$ cat config.mk
export PLATFORM = sky130hd
export DESIGN_NAME = modbus_rtu_slave_frame_engine
export DESIGN_NICKNAME = d
export VERILOG_FILES = /design/src/hw/rtl/mrs_pkg.sv /design/src/hw/rtl/mrs_front.sv /design/src/hw/rtl/mrs_back.sv /design/src/hw/rtl/mrs_outq.sv /design/src/hw/rtl/modbus_rtu_slave_frame_engine.sv
export SDC_FILE = /design/constraint.sdc
export NUM_CORES = 2
export LEC_CHECK = 0
export BUFFER_PORTS_ARGS = -buffer_cell sky130_fd_sc_hd__buf_2
export CORE_ASPECT_RATIO = 0.6
export CORE_MARGIN = 3
export CORE_UTILIZATION = 45
export CTS_CLUSTER_SIZE = 8
export DETAILED_ROUTE_END_ITERATION = 10
export PLACE_DENSITY_LB_ADDON = 0.12
export SKIP_LAST_GASP = 1
export SLEW_MARGIN = 0
export SYNTH_ARGS = -nofsm -noshare
export SYNTH_HDL_FRONTEND = slang
export SYNTH_SLANG_ARGS = --single-unit
$ cat constraint.sdc
create_clock -name clk -period 9.64 [get_ports clk]
set_input_delay 1.928 -clock clk [delete_from_list [all_inputs] [get_ports clk]]
set_output_delay 1.928 -clock clk [all_outputs]
set_load 0.02 [all_outputs]
$ cat src/hw/rtl/mrs_pkg.sv
`default_nettype none
package mrs_pkg;

	localparam logic [1:0] CMD_BYTE  = 2'd0;
	localparam logic [1:0] CMD_TICK  = 2'd1;
	localparam logic [1:0] CMD_WRITE = 2'd2;
	localparam logic [1:0] CMD_NOP   = 2'd3;

	localparam logic [1:0] CFG_MAX_ADDR   = 2'd0;
	localparam logic [1:0] CFG_STATUS_IDX = 2'd1;
	localparam logic [1:0] CFG_MASK       = 2'd2;

	localparam logic [1:0] KIND_TX        = 2'd0;
	localparam logic [1:0] KIND_ADDR_DONE = 2'd1;
	localparam logic [1:0] KIND_DATA_REQ  = 2'd2;

	localparam logic [15:0] CRC_INIT         = 16'hFFFF;
	localparam logic [15:0] CRC_POLY         = 16'hA001;
	localparam logic [7:0]  EXC_FLAG         = 8'h80;
	localparam logic [15:0] MAX_READ_CNT     = 16'd125;
	localparam logic [7:0]  EXC_ILLEGAL_FN   = 8'h01;
	localparam logic [7:0]  EXC_ILLEGAL_ADDR = 8'h02;
	localparam logic [7:0]  ADDR_UNASSIGNED  = 8'hFF;
	localparam logic [7:0]  ADDR_BROADCAST   = 8'h00;
	localparam logic [7:0]  FC_READ          = 8'h03;
	localparam logic [7:0]  FC_ASSIGN        = 8'h41;
	localparam logic [7:0]  FC_ADDR_DONE     = 8'h42;
	localparam logic [7:0]  FC_DATA_REQ      = 8'h43;
	localparam logic [7:0]  DATA_REQ_LIMIT   = 8'd4;
	localparam int          MIN_FRAME        = 4;
	localparam int          MIN_ASSIGN_FRAME = 5;
	localparam int          MIN_READ_FRAME   = 8;
	localparam int          HDR_BYTES        = 6;

	localparam logic [7:0] CFG_MAX_ADDR_RST   = 8'd247;
	localparam logic [3:0] CFG_STATUS_IDX_RST = 4'd0;
	localparam logic [15:0] CFG_MASK_RST      = 16'd1;

	typedef struct packed {
		logic [1:0]  command;
		logic [7:0]  rx_data;
		logic [7:0]  reg_index;
		logic [15:0] reg_value;
		logic        chain_eligible;
	} item_t;

	typedef struct packed {
		logic [1:0] result_kind;
		logic [7:0] tx_data;
		logic       last;
		logic [7:0] node_address;
	} result_t;

	typedef enum logic [1:0] {
		OP_BYTE,
		OP_TICK,
		OP_WRITE,
		OP_NOP
	} op_t;

	typedef struct packed {
		op_t         op;
		logic [7:0]  data;
		logic [7:0]  reg_index;
		logic [15:0] reg_value;
		logic        elig;
	} work_t;

	typedef struct packed {
		logic [7:0]  max_addr;
		logic [3:0]  status_idx;
		logic [15:0] mask;
	} cfg_t;

	typedef enum logic [2:0] {
		BK_IDLE,
		BK_READ,
		BK_DRAIN,
		BK_EVAL,
		BK_TX,
		BK_EVENT
	} bk_state_t;

	function automatic logic [15:0] crc_byte(input logic [15:0] crc_in, input logic [7:0] b);
		logic [15:0] c;
		c = crc_in ^ {8'h00, b};
		for (int i = 0; i < 8; i++) begin
			c = c[0] ? ((c >> 1) ^ CRC_POLY) : (c >> 1);
		end
		return c;
	endfunction

endpackage
`default_nettype wire

$ cat src/hw/rtl/mrs_front.sv
`default_nettype none
module mrs_front (
	input  wire logic           clk,
	input  wire logic           arst_n,
	input  wire logic           push,
	input  wire mrs_pkg::item_t item,
	output logic                full,
	input  wire logic           take,
	output logic                work_valid,
	output mrs_pkg::work_t      work
);
	mrs_pkg::work_t q_q [2];
	logic [1:0] cnt_q;
	logic       wptr_q;
	logic       rptr_q;
	logic       do_push;
	logic       do_pop;
	mrs_pkg::work_t cls;

	// classify the incoming command
	always_comb begin
		cls.data      = item.rx_data;
		cls.reg_index = item.reg_index;
		cls.reg_value = item.reg_value;
		cls.elig      = item.chain_eligible;
		case (item.command)
			mrs_pkg::CMD_BYTE:  cls.op = mrs_pkg::OP_BYTE;
			mrs_pkg::CMD_TICK:  cls.op = mrs_pkg::OP_TICK;
			mrs_pkg::CMD_WRITE: cls.op = mrs_pkg::OP_WRITE;
			default:            cls.op = mrs_pkg::OP_NOP;
		endcase
	end

	assign full       = (cnt_q == 2'd2);
	assign work_valid = (cnt_q != 2'd0);
	assign work       = q_q[rptr_q];
	assign do_push    = push && !full;
	assign do_pop     = take && work_valid;

	always_ff @(posedge clk or negedge arst_n) begin
		if (!arst_n) begin
			cnt_q  <= 2'd0;
			wptr_q <= 1'b0;
			rptr_q <= 1'b0;
		end else begin
			if (do_push) begin
				wptr_q <= ~wptr_q;
			end
			if (do_pop) begin
				rptr_q <= ~rptr_q;
			end
			cnt_q <= cnt_q + {1'b0, do_push} - {1'b0, do_pop};
		end
	end

	always_ff @(posedge clk) begin
		if (do_push) begin
			q_q[wptr_q] <= cls;
		end
	end
endmodule
`default_nettype wire

$ cat src/hw/rtl/mrs_back.sv
`default_nettype none
module mrs_back #(
	parameter int NUM_HOLDING = 16,
	parameter int RX_DEPTH    = 64
) (
	input  wire logic           clk,
	input  wire logic           arst_n,
	input  wire mrs_pkg::cfg_t  cfg,
	input  wire logic           work_valid,
	input  wire mrs_pkg::work_t work,
	output logic                work_take,
	input  wire logic           res_full,
	output logic                res_push,
	output mrs_pkg::result_t    res
);
	localparam int LW  = $clog2(RX_DEPTH + 1);
	localparam int AW  = $clog2(RX_DEPTH);
	localparam int HAW = (NUM_HOLDING > 1) ? $clog2(NUM_HOLDING) : 1;

	mrs_pkg::bk_state_t state_q, state_nxt;

	logic [7:0]  buf_mem [RX_DEPTH];
	logic [15:0] holding_q [NUM_HOLDING];
	logic [LW-1:0] len_q, flen_q, rd_ptr_q, didx_s1;
	logic        elig_q;
	logic [7:0]  rdat_s1;
	logic        dv_s1;
	logic [15:0] crc_q;
	logic [7:0]  p_hi_q, p_lo_q;
	logic [7:0]  f_q [mrs_pkg::HDR_BYTES];
	logic [7:0]  own_q;
	logic [7:0]  b0_q, b1_q, b2_q;
	logic [6:0]  ntx_q, tx_idx_q;
	logic [HAW-1:0] start_q;
	logic [15:0] txcrc_q;
	logic [1:0]  kind_q;

	// frame evaluation
	logic        crc_ok, ev_tx, ev_evt, ev_assign;
	logic [1:0]  ev_kind;
	logic [7:0]  ev_b0, ev_b1, ev_b2;
	logic [6:0]  ev_n;
	logic [15:0] rd_start, rd_cnt;
	logic [16:0] rd_end;
	logic        idle_take;

	always_comb begin
		crc_ok   = (flen_q >= LW'(mrs_pkg::MIN_FRAME)) && (crc_q == {p_hi_q, p_lo_q});
		rd_start = {f_q[2], f_q[3]};
		rd_cnt   = {f_q[4], f_q[5]};
		rd_end   = {1'b0, rd_start} + {1'b0, rd_cnt};
		ev_tx    = 1'b0;
		ev_evt   = 1'b0;
		ev_assign = 1'b0;
		ev_kind  = mrs_pkg::KIND_TX;
		ev_b0    = own_q;
		ev_b1    = f_q[1] | mrs_pkg::EXC_FLAG;
		ev_b2    = mrs_pkg::EXC_ILLEGAL_FN;
		ev_n     = 7'd3;
		if (crc_ok) begin
			if (f_q[0] == mrs_pkg::ADDR_BROADCAST) begin
				if (f_q[1] == mrs_pkg::FC_ASSIGN) begin
					if (flen_q >= LW'(mrs_pkg::MIN_ASSIGN_FRAME) && elig_q &&
						own_q == mrs_pkg::ADDR_UNASSIGNED && f_q[2] != 8'd0 &&
						f_q[2] <= cfg.max_addr) begin
						ev_assign = 1'b1;
						ev_tx     = 1'b1;
						ev_b0     = f_q[2];
						ev_b1     = mrs_pkg::FC_ASSIGN;
						ev_b2     = f_q[2];
					end
				end else if (f_q[1] == mrs_pkg::FC_ADDR_DONE) begin
					ev_evt  = 1'b1;
					ev_kind = mrs_pkg::KIND_ADDR_DONE;
				end
			end else if (f_q[0] == own_q) begin
				if (f_q[1] == mrs_pkg::FC_READ) begin
					if (flen_q >= LW'(mrs_pkg::MIN_READ_FRAME)) begin
						ev_tx = 1'b1;
						if (rd_cnt == 16'd0 || rd_cnt > mrs_pkg::MAX_READ_CNT ||
							rd_end > 17'(NUM_HOLDING)) begin
							ev_b2 = mrs_pkg::EXC_ILLEGAL_ADDR;
						end else begin
							ev_b1 = mrs_pkg::FC_READ;
							ev_b2 = {rd_cnt[6:0], 1'b0};
							ev_n  = 7'd3 + {rd_cnt[5:0], 1'b0};
						end
					end
				end else if (f_q[1] == mrs_pkg::FC_DATA_REQ) begin
					if (f_q[2] >= mrs_pkg::DATA_REQ_LIMIT) begin
						ev_tx = 1'b1;
						ev_b2 = mrs_pkg::EXC_ILLEGAL_ADDR;
					end else begin
						ev_evt  = 1'b1;
						ev_kind = mrs_pkg::KIND_DATA_REQ;
					end
				end else begin
					ev_tx = 1'b1;
				end
			end
		end
	end

	// response byte generation
	logic [6:0]  off;
	logic [HAW-1:0] widx;
	logic [15:0] word;
	logic [7:0]  tx_byte;
	logic        tx_last;

	always_comb begin
		off     = tx_idx_q - 7'd3;
		widx    = start_q + HAW'(off[6:1]);
		word    = holding_q[widx];
		tx_last = (tx_idx_q == ntx_q + 7'd1);
		if (tx_idx_q == 7'd0) begin
			tx_byte = b0_q;
		end else if (tx_idx_q == 7'd1) begin
			tx_byte = b1_q;
		end else if (tx_idx_q == 7'd2) begin
			tx_byte = b2_q;
		end else if (tx_idx_q < ntx_q) begin
			tx_byte = off[0] ? word[7:0] : word[15:8];
		end else if (tx_idx_q == ntx_q) begin
			tx_byte = txcrc_q[7:0];
		end else begin
			tx_byte = txcrc_q[15:8];
		end
	end

	always_ff @(posedge clk or negedge arst_n) begin
		if (!arst_n) begin
			state_q <= mrs_pkg::BK_IDLE;
		end else begin
			state_q <= state_nxt;
		end
	end

	always_comb begin
		state_nxt = state_q;
		work_take = 1'b0;
		res_push  = 1'b0;
		res.result_kind  = kind_q;
		res.tx_data      = 8'd0;
		res.last         = 1'b1;
		res.node_address = own_q;
		case (state_q)
			mrs_pkg::BK_IDLE: begin
				if (work_valid) begin
					work_take = 1'b1;
					if (work.op == mrs_pkg::OP_TICK && len_q != '0) begin
						state_nxt = mrs_pkg::BK_READ;
					end
				end
			end
			mrs_pkg::BK_READ: begin
				if (rd_ptr_q == flen_q - LW'(1)) begin
					state_nxt = mrs_pkg::BK_DRAIN;
				end
			end
			mrs_pkg::BK_DRAIN: begin
				state_nxt = mrs_pkg::BK_EVAL;
			end
			mrs_pkg::BK_EVAL: begin
				if (ev_tx) begin
					state_nxt = mrs_pkg::BK_TX;
				end else if (ev_evt) begin
					state_nxt = mrs_pkg::BK_EVENT;
				end else begin
					state_nxt = mrs_pkg::BK_IDLE;
				end
			end
			mrs_pkg::BK_TX: begin
				res.result_kind = mrs_pkg::KIND_TX;
				res.tx_data     = tx_byte;
				res.last        = tx_last;
				res_push        = !res_full;
				if (!res_full && tx_last) begin
					state_nxt = mrs_pkg::BK_IDLE;
				end
			end
			mrs_pkg::BK_EVENT: begin
				res_push = !res_full;
				if (!res_full) begin
					state_nxt = mrs_pkg::BK_IDLE;
				end
			end
			default: begin
				state_nxt = mrs_pkg::BK_IDLE;
			end
		endcase
	end

	assign idle_take = (state_q == mrs_pkg::BK_IDLE) && work_valid;

	// frame buffer
	always_ff @(posedge clk) begin
		if (idle_take && work.op == mrs_pkg::OP_BYTE && len_q < LW'(RX_DEPTH)) begin
			buf_mem[len_q[AW-1:0]] <= work.data;
		end
	end

	always_ff @(posedge clk) begin
		rdat_s1 <= buf_mem[rd_ptr_q[AW-1:0]];
	end

	always_ff @(posedge clk or negedge arst_n) begin
		if (!arst_n) begin
			len_q <= '0;
			own_q <= mrs_pkg::ADDR_UNASSIGNED;
			dv_s1 <= 1'b0;
			for (int i = 0; i < NUM_HOLDING; i++) begin
				holding_q[i] <= 16'd0;
			end
		end else begin
			dv_s1 <= (state_q == mrs_pkg::BK_READ);
			if (idle_take) begin
				case (work.op)
					mrs_pkg::OP_BYTE: begin
						if (len_q < LW'(RX_DEPTH)) begin
							len_q <= len_q + LW'(1);
						end
					end
					mrs_pkg::OP_WRITE: begin
						if (32'(work.reg_index) < NUM_HOLDING) begin
							holding_q[HAW'(work.reg_index)] <= work.reg_value;
						end
					end
					mrs_pkg::OP_TICK: begin
						len_q <= '0;
					end
					default: begin
					end
				endcase
			end
			if (state_q == mrs_pkg::BK_EVAL && ev_assign) begin
				own_q <= f_q[2];
				if (32'(cfg.status_idx) < NUM_HOLDING) begin
					holding_q[HAW'(cfg.status_idx)] <=
						holding_q[HAW'(cfg.status_idx)] | cfg.mask;
				end
			end
		end
	end

	always_ff @(posedge clk) begin
		if (idle_take && work.op == mrs_pkg::OP_TICK) begin
			flen_q   <= len_q;
			elig_q   <= work.elig;
			rd_ptr_q <= '0;
			crc_q    <= mrs_pkg::CRC_INIT;
		end
		if (state_q == mrs_pkg::BK_READ) begin
			rd_ptr_q <= rd_ptr_q + LW'(1);
		end
		didx_s1 <= rd_ptr_q;
		if (dv_s1) begin
			p_hi_q <= rdat_s1;
			p_lo_q <= p_hi_q;
			if ({1'b0, didx_s1} + (LW + 1)'(2) < {1'b0, flen_q}) begin
				crc_q <= mrs_pkg::crc_byte(crc_q, rdat_s1);
			end
			if (didx_s1 < LW'(mrs_pkg::HDR_BYTES)) begin
				f_q[didx_s1[2:0]] <= rdat_s1;
			end
		end
		if (state_q == mrs_pkg::BK_EVAL) begin
			b0_q     <= ev_b0;
			b1_q     <= ev_b1;
			b2_q     <= ev_b2;
			ntx_q    <= ev_n;
			start_q  <= HAW'(rd_start);
			kind_q   <= ev_kind;
			tx_idx_q <= 7'd0;
			txcrc_q  <= mrs_pkg::CRC_INIT;
		end
		if (state_q == mrs_pkg::BK_TX && !res_full) begin
			tx_idx_q <= tx_idx_q + 7'd1;
			if (tx_idx_q < ntx_q) begin
				txcrc_q <= mrs_pkg::crc_byte(txcrc_q, tx_byte);
			end
		end
	end
endmodule
`default_nettype wire

$ cat src/hw/rtl/mrs_outq.sv
`default_nettype none
module mrs_outq (
	input  wire logic             clk,
	input  wire logic             arst_n,
	input  wire logic             wr,
	input  wire mrs_pkg::result_t din,
	output logic                  full,
	input  wire logic             pop,
	output logic                  empty,
	output mrs_pkg::result_t      dout
);
	mrs_pkg::result_t q_q [4];
	logic [2:0] cnt_q;
	logic [1:0] wptr_q, rptr_q;
	logic do_wr, do_pop;

	assign full   = (cnt_q == 3'd4);
	assign empty  = (cnt_q == 3'd0);
	assign dout   = q_q[rptr_q];
	assign do_wr  = wr && !full;
	assign do_pop = pop && !empty;

	always_ff @(posedge clk or negedge arst_n) begin
		if (!arst_n) begin
			cnt_q  <= 3'd0;
			wptr_q <= 2'd0;
			rptr_q <= 2'd0;
		end else begin
			if (do_wr) begin
				wptr_q <= wptr_q + 2'd1;
			end
			if (do_pop) begin
				rptr_q <= rptr_q + 2'd1;
			end
			cnt_q <= cnt_q + {2'b0, do_wr} - {2'b0, do_pop};
		end
	end

	always_ff @(posedge clk) begin
		if (do_wr) begin
			q_q[wptr_q] <= din;
		end
	end
endmodule
`default_nettype wire

$ cat src/hw/rtl/modbus_rtu_slave_frame_engine.sv
// channel   | handshake           | payload
// item      | push / full         | item (command, rx_data, reg_index, reg_value, chain_eligible)
// result    | pop / empty         | result (result_kind, tx_data, last, node_address)
// config    | cfg_valid/cfg_ready | cfg_index, cfg_data
//
// byte, local write and no-op items are taken by the back end from the input queue while it is idle
// a silence tick on a non-empty frame makes the back end walk the buffer for crc,
// then one cycle per result beat from the response sequencer while the result queue is not full
// buffer memory read port sets the walk, one byte per cycle
// reset clears control state and the holding registers at once, no clearing pass
// a full result queue stalls the sequencer, input queue keeps taking items until full
`default_nettype none
module modbus_rtu_slave_frame_engine #(
	parameter int NUM_HOLDING = 16,
	parameter int RX_DEPTH    = 64
) (
	input  wire logic             clk,
	input  wire logic             arst_n,
	input  wire logic             push,
	input  wire mrs_pkg::item_t   item,
	output logic                  full,
	input  wire logic             pop,
	output logic                  empty,
	output mrs_pkg::result_t      result,
	input  wire logic             cfg_valid,
	output logic                  cfg_ready,
	input  wire logic [1:0]       cfg_index,
	input  wire logic [15:0]      cfg_data
);
	mrs_pkg::cfg_t    cfg_q;
	mrs_pkg::work_t   work;
	mrs_pkg::result_t res;
	logic work_valid, work_take, res_full, res_push;

	assign cfg_ready = 1'b1;

	always_ff @(posedge clk or negedge arst_n) begin
		if (!arst_n) begin
			cfg_q.max_addr   <= mrs_pkg::CFG_MAX_ADDR_RST;
			cfg_q.status_idx <= mrs_pkg::CFG_STATUS_IDX_RST;
			cfg_q.mask       <= mrs_pkg::CFG_MASK_RST;
		end else if (cfg_valid) begin
			case (cfg_index)
				mrs_pkg::CFG_MAX_ADDR:   cfg_q.max_addr   <= cfg_data[7:0];
				mrs_pkg::CFG_STATUS_IDX: cfg_q.status_idx <= cfg_data[3:0];
				mrs_pkg::CFG_MASK:       cfg_q.mask       <= cfg_data;
				default: begin
				end
			endcase
		end
	end

	mrs_front u_front (
		.clk        (clk),
		.arst_n     (arst_n),
		.push       (push),
		.item       (item),
		.full       (full),
		.take       (work_take),
		.work_valid (work_valid),
		.work       (work)
	);

	mrs_back #(
		.NUM_HOLDING (NUM_HOLDING),
		.RX_DEPTH    (RX_DEPTH)
	) u_back (
		.clk        (clk),
		.arst_n     (arst_n),
		.cfg        (cfg_q),
		.work_valid (work_valid),
		.work       (work),
		.work_take  (work_take),
		.res_full   (res_full),
		.res_push   (res_push),
		.res        (res)
	);

	mrs_outq u_outq (
		.clk    (clk),
		.arst_n (arst_n),
		.wr     (res_push),
		.din    (res),
		.full   (res_full),
		.pop    (pop),
		.empty  (empty),
		.dout   (result)
	);
endmodule
`default_nettype wire

# Word level (Yosys, flattened, before mapping)
# Memories as Yosys holds them, arrays and structs flattened. A register that Yosys moved wholly into a read port is not among the register bits.
# Cells that the tools add are included.
[totals]
register_bits = 428
mem_bits_rw = 706
in_bits = 58
out_inout_bits = 22
wordCells = 305
memories = 4
[mem_list]
columns = ["name", "depth", "width", "read_ports", "rd_ports_with_merged_regs", "wr", "line", "source"]
rows = [
  ["u_back.buf_mem", 64, 8, 1, 1, 1, "mrs_back.sv:22", "logic [7:0] buf_mem [RX_DEPTH];"],
  ["u_outq.q_q", 4, 19, 1, 0, 1, "mrs_outq.sv:12", "mrs_pkg::result_t q_q [4];"],
  ["u_front.q_q", 2, 35, 1, 0, 1, "mrs_front.sv:12", "mrs_pkg::work_t q_q [2];"],
  ["u_back.f_q", 6, 8, 6, 0, 1, "mrs_back.sv:30", "logic [7:0] f_q [mrs_pkg::HDR_BYTES];"],
]
[op_classes]
n_addsub = 16
magnitude_cmp = 17
n_eq_ne = 31
n_mux = 119
bitwise_logic = 28
reduce_logical = 45
[ops]
columns = ["cell", "n"]
rows = [
  ["$mux 256", 4],
  ["$bwmux 256", 2],
  ["$mux 16", 28],
  ["$mux 8", 25],
  ["$bmux 16 s4", 2],
  ["$demux 16 s4", 2],
  ["$not 2->3", 16],
  ["$mux 7", 6],
  ["$mux 1", 33],
  ["$xor 16x8->16", 2],
  ["$add 7x1->7 const B", 4],
  ["$eq 8x7->1 const B", 3],
  ["$eq 7x7->1", 3],
  ["$mux 3", 7],
  ["$logic_and 1x1->1", 19],
  ["$pmux 3 s6", 1],
  ["$add 16x16->17", 1],
  ["$gt 17x5->1 const B", 1],
  ["$eq 16x16->1", 1],
  ["$gt 16x7->1 const B", 1],
  ["$logic_not 16->1", 1],
  ["$or 16x16->16", 1],
  ["$ge 5x5->1 const B", 3],
  ["$not 4->5", 3],
  ["other kinds (51)", 87],
]

# Logic depth before layout (Yosys ltp)
[depth]
ltp_word = 30
ltp_mapped = 20
depth_no_buf = 16

# Cells and area by module
# From an unflattened synthesis, not the netlist that was laid out.
[unflattened]
hier_cells = 3186
area_unflattened_um2 = 53183.5
[by_module_without_submodules]
columns = ["mod", "n_inst", "cells_each", "area_each_um2", "seq_area_each_um2"]
rows = [
  ["mrs_back", 1, 2854, 46015.4, 26870.8],
  ["mrs_outq", 1, 141, 3213.1, 2457.4],
  ["mrs_front", 1, 129, 2860.2, 2202.1],
  ["modbus_rtu_slave_frame_engine", 1, 62, 1094.8, 710.7],
]

# Least setup slack after synthesis
# Ideal clock, no wire load.
[synth_path]
path_kind = "flip-flop to flip-flop"
start = "register u_back.tx_idx_q[0]"
end = "register u_back.txcrc_q[0]"
setup_time_ns = 0.070
arrival_ns = 4.748
required_time_ns = 9.570
path_slack_ns = 4.823
stages_incl_launch_ff = 20
n_path_buf = 3
synth_period_minus_slack_ns = 4.817
path_cell_list = "edfxtp_1 > buf_2 > clkinv_1 > ha_1 > ha_1 > inv_1 > fa_1 > buf_4 > inv_6 > buf_6 > mux4_2 > a222oi_1 > mux2_1 > o2111ai_1 > a31oi_1 > xor2_1 > xnor2_1 > xor3_2 > xnor3_1 > a21oi_1"
[synth_between]
word_cells_on_any_way = 35
classes_between = "2 x add/sub; 1 x order compare; 3 x eq/ne; 19 x mux; 9 x bitwise; 1 x reduce/logical"
[synth_lines]
columns = ["element", "line", "source"]
rows = [
  ["start, declared", "mrs_back.sv:33", "logic [6:0] ntx_q, tx_idx_q;"],
  ["start signal, assigned", "mrs_back.sv:278", "tx_idx_q <= tx_idx_q + 7'd1;"],
  ["$sub 5x2->5 (*)", "mrs_back.sv:112", "off = tx_idx_q - 7'd3;"],
  ["via u_back.off[0]", "mrs_back.sv:105", "logic [6:0] off;"],
  ["$mux 8 (*)", "mrs_back.sv:123", "tx_byte = off[0] ? word[7:0] : word[15:8];"],
  ["$mux 8 (*)", "mrs_back.sv:122", "end else if (tx_idx_q < ntx_q) begin"],
  ["$mux 8 (*)", "mrs_back.sv:120", "end else if (tx_idx_q == 7'd2) begin"],
  ["$mux 8 (*)", "mrs_back.sv:118", "end else if (tx_idx_q == 7'd1) begin"],
  ["$mux 8 (*)", "mrs_back.sv:116", "if (tx_idx_q == 7'd0) begin"],
  ["$xor 16x8->16 (*)", "mrs_pkg.sv:86", "c = crc_in ^ {8'h00, b};"],
  ["$mux 16 (*) (6 in a row)", "mrs_pkg.sv:88", "c = c[0] ? ((c >> 1) ^ CRC_POLY) : (c >> 1);"],
  ["$not 2->3 (no source line) or $mux 16 (tied branches)", "--", ""],
  ["$mux 16 (*) (2 in a row)", "mrs_pkg.sv:88", ""],
  ["$mux 16 (*)", "mrs_back.sv:279", "if (tx_idx_q < ntx_q) begin"],
  ["$mux 16 (*)", "mrs_back.sv:277", "if (state_q == mrs_pkg::BK_TX && !res_full) begin"],
  ["end signal, assigned", "mrs_back.sv:275", "txcrc_q <= mrs_pkg::CRC_INIT;"],
  ["end signal, assigned", "mrs_back.sv:280", "txcrc_q <= mrs_pkg::crc_byte(txcrc_q, tx_byte);"],
  ["end, declared", "mrs_back.sv:35", "logic [15:0] txcrc_q;"],
]
# Mark *: on every way through the listed nets, which the timed path passes. The rest lies on a longest branch. The select of a mux whose other input is x is not followed.
# A chain may end at the register's enable or synchronous reset.

# Worst setup path after layout
# Ends and elaborated chain as after synthesis.

==> reports/metrics.yaml <==
status:
  status: "completed"
setup_path:
  cp.required_ps: 10330
  worstSetupPathType: "reg -> reg"
  cp_top_family: "XOR/XNOR gates"
  critPathMaxStageDelay_ps: 730
  cpMaxStageDelayCell: "xnor2_4"
  setup.worst_path.start_class: "register"
  crit_chain: "clkinv_1 > ha_1 > ha_4 > inv_1 > fa_2 > xnor2_4 > buf_4 > mux4_2 > or3_1 > o2111a_1 > o211ai_1 > a31o_2 > xor2_1 > xnor2_2 > xor3_2 > xnor3_1 > a21oi_1"
  crit_buf_inv: 3
  arrival_ps: 6790
  end_kind: "register"
  crit_fanout: 35
yosys:
  ys_top_cells_by_area: "edfxtp_1, dfrtp_1, mux4_2"
  ys_seq_area_share_pct: 61.6
  synthDominantCellAreaShare_pct: 44.8
  ys_ff_latch: 1141
  yosys.area.top_type: "edfxtp_1"
  synthCells: 3837
  syn_area_um2: 52300
  netlist-cell-type-count: 83
  syn_avg_cell_area_um2: 13.6
  synth_warnings: 0
  synth_enable_flop_cells: 780
  async_flop_share_pct: 27.5
  ys.flop_type: "edfxtp_1"
  synth_fp_nets: 3963
grt:
  antenna_found_initial: 19
  grtUsageTotal_pct: 26.8
  grt-ovfl-total: 0
  grt_max_degree: 131
  grt_pass1_vias: 31400
  grt_pass1_wl_um: 232000
timing:
  fin_skew_ps: 45.6
  post-route-period-util_pct: 63.2
  slew_headroom_pct: 16.9
  tightest_slew_ps: 1220
  slew_viol_final: 0
  fin_tns_setup_ps: 0
  max_freq_mhz: 164
  rsz0062_at_grt: "no"
  fin_crit_ps: 6100
  holdWs_ps: 457
  hold_violations: 0
  setup_viol: 0
routing:
  vias_per_cell: 6.08
  drc: 0
  ant_nets: 0
  drt_iter0_markers: 4143
  firstDrtPassIters: 6
  vias: 33500
  wl_per_cell_um: 29.1
  routed_wl_um: 161000
placement:
  place_congestion: 0.885
  dp_hpwl_um: 105000
  port_buffers: 78
cts:
  cts_num_sinks: 1141
  worstSkewPairLatency_ps: 780
  cts.htree.levels: 4
  cts_max_path_buffers: 3
  cts_resized: 0
  cts_setup_buffers: 0
  cts_made_buffers: 161
  cts_tree: "yes"
  clock-root-buffer: "clkbuf_16"
  postCtsHoldBufs: 0
  cts.clk_slew.worst_paths_ps: 50
floorplanning:
  num_rows: 96
  fp.dieH_um: 270
  core_area_um2: 115000
  die_area_um2: 121000
  start_util_pct: 45.6
  ios: 80
  die_width_um: 446
layout:
  fillerInstances: 9665
  multi_input_area_um2: 18900
  seq_area_um2: 32300
  nets: 4009
  areaGrowthSynthToFinish_pct: 12.9
  layout-drive-gt1-share_pct: 19.7
power_and_ir_drop:
  ir_drop_mv: 0.221
  p_leak_nw: 20.8
  p_total_mw: 17.1
  power.density_nw_per_um2: 289
min_path:
  hold_path_class: "reg -> reg"
run:
  max_cap_viol_count: 0
-- worst paths after layout --
kind	start	endpoint	slack (ps)	cells after the start
max	u_back.tx_idx_q[0]	u_back.txcrc_q[0]	3540	17
min	u_back.f_q[1][3]	u_back.b1_q[3]	460	0
max reg2reg	u_back.tx_idx_q[0]	u_back.txcrc_q[0]	3540	17
min reg2reg	u_back.f_q[1][3]	u_back.b1_q[3]	460	0
max in group asynchronous	arst_n	u_back.holding_q[174]	6460	3
min in group asynchronous	arst_n	u_outq.rptr_q[0]	1160	1
-- synth_stat cells, drive strengths merged (7+ instances only) --
cell    instances
mux4          327
dfxtp          47
nor4           15
nor2          400
a21oi         257
a21o           11
and2           24
mux2i          42
o211ai          7
nand3          33
nand2         406
a31oi           8
nand3b         10
and3            8
ha             65
dfrtp         298
o21ai         364
or3            20
nand4          21
edfxtp        780
nand2b         17
dfstp          16
nor3           32
mux2           56
buf            56
clkbuf        219
inv            64
xnor2          88
xor2           39
-- routing by layer --
metal | GRT usage [%] | vias to the layer above | routed length, µm
li1 | - | 14400 | -
met1 | 43.9 | 16900 | 76700
met2 | 32.7 | 1905 | 60600
met3 | 10.0 | 220 | 20400
met4 | 6.58 | 8 | 2910
met5 | 0 | - | 50
-- flip-flops by register name (all words and copies together) (netlist names), 16 cells and up --
signal            cells
u_back.txcrc_q       16
u_front.q_q          70
cfg_q                28
u_back.f_q           48
u_back.crc_q         16
u_back.holding_q    256
u_outq.q_q           76
u_back.buf_mem      512
-- cell type report --
cell class	instances	area share [%]
flip-flops and latches	1141	54.6
well taps	1519	3.22
clock buffers	253	7.46
clock inverters	14	0.559
diodes	6	0.0254
multi-input cells	2356	32.0
repair buffers	158	1.74
inverters	65	0.422
-- logic make-up (layout without fill, tap and decap cells) --
kind of cell / count (synthesis) / count (layout) / share of synthesized area [%]
and+or+nand+nor: 1023 / 1023 / 8.40
xor gates and xnor gates: 130 / 130 / 2.29
muxes: 425 / 425 / 16.1
adders and majority gates: 68 / 68 / 1.67
DFF: 1141 / 1141 / 61.6
buffers and inverters: 340 / 490 / 2.57
other: 1 / 7 / 0.00717
AOI/OAI and AO/OA: 709 / 709 / 7.35
-- worst register-to-register path: cells and delay by family (launching register included) --
kind,cells,cell delay [ps]
XOR/XNOR,5,2020
adder cells (fa/ha/maj),3,1100
buffers and inverters,3,1040
AO/OA/AOI/OAI,4,820
multiplexers,1,390
flip-flops,1,340
AND/OR/NAND/NOR,1,320
-- layout by cell type, fill, tap and decap left out, types with 6 or more instances in the layout --
master     Yosys  routed
nand2_1      406     406
o22ai_1        6       6
inv_1         63      63
a21o_1        11      11
or2_2          6       6
a22o_1         6       6
mux4_2       327     327
a31oi_1        7       7
and2_1        24      24
xnor2_1       86      85
diode_2        0       6
edfxtp_1     780     780
clkinv_16      0       8
buf_4          6      78
clkbuf_16      0     162
nand4_1       21      21
nor4_1        13      12
nor2_4         0      11
o21ai_1       27      27
buf_2         15      77
dfstp_2       16      16
mux2i_1       42      38
dfrtp_1      298     294
a21oi_1      257     257
xor2_1        39      39
or3_1         20      19
or4_1          6       6
nor3_1        31      31
nor2_1       400     385
and3_1         8       7
nand3b_1      10      10
ha_1          65      64
nand2b_1      17      17
nand3_1       33      33
mux2_2        54      54
dfxtp_1       47      47
clkbuf_1     219      90
o21ai_0      337     337
-- stage by stage --
stage	util (%)	instances	worst slack, ps	instance area (µm²)
final	51.4	5512	3540	59100
after CTS	51.4	5506	3610	59100
after floorplan	-	3837	4820	52300
after global routing	51.4	5508	3360	59100
after detailed placement	47.3	5239	3650	54300
after global placement	47.3	5239	3770	54300
-- power breakdown --
part	internal (mW)	switching, mW
registers	6.09	0.562
logic	2.07	3.04
clock network	3.14	2.19
Power figures use the tool's default switching activity.
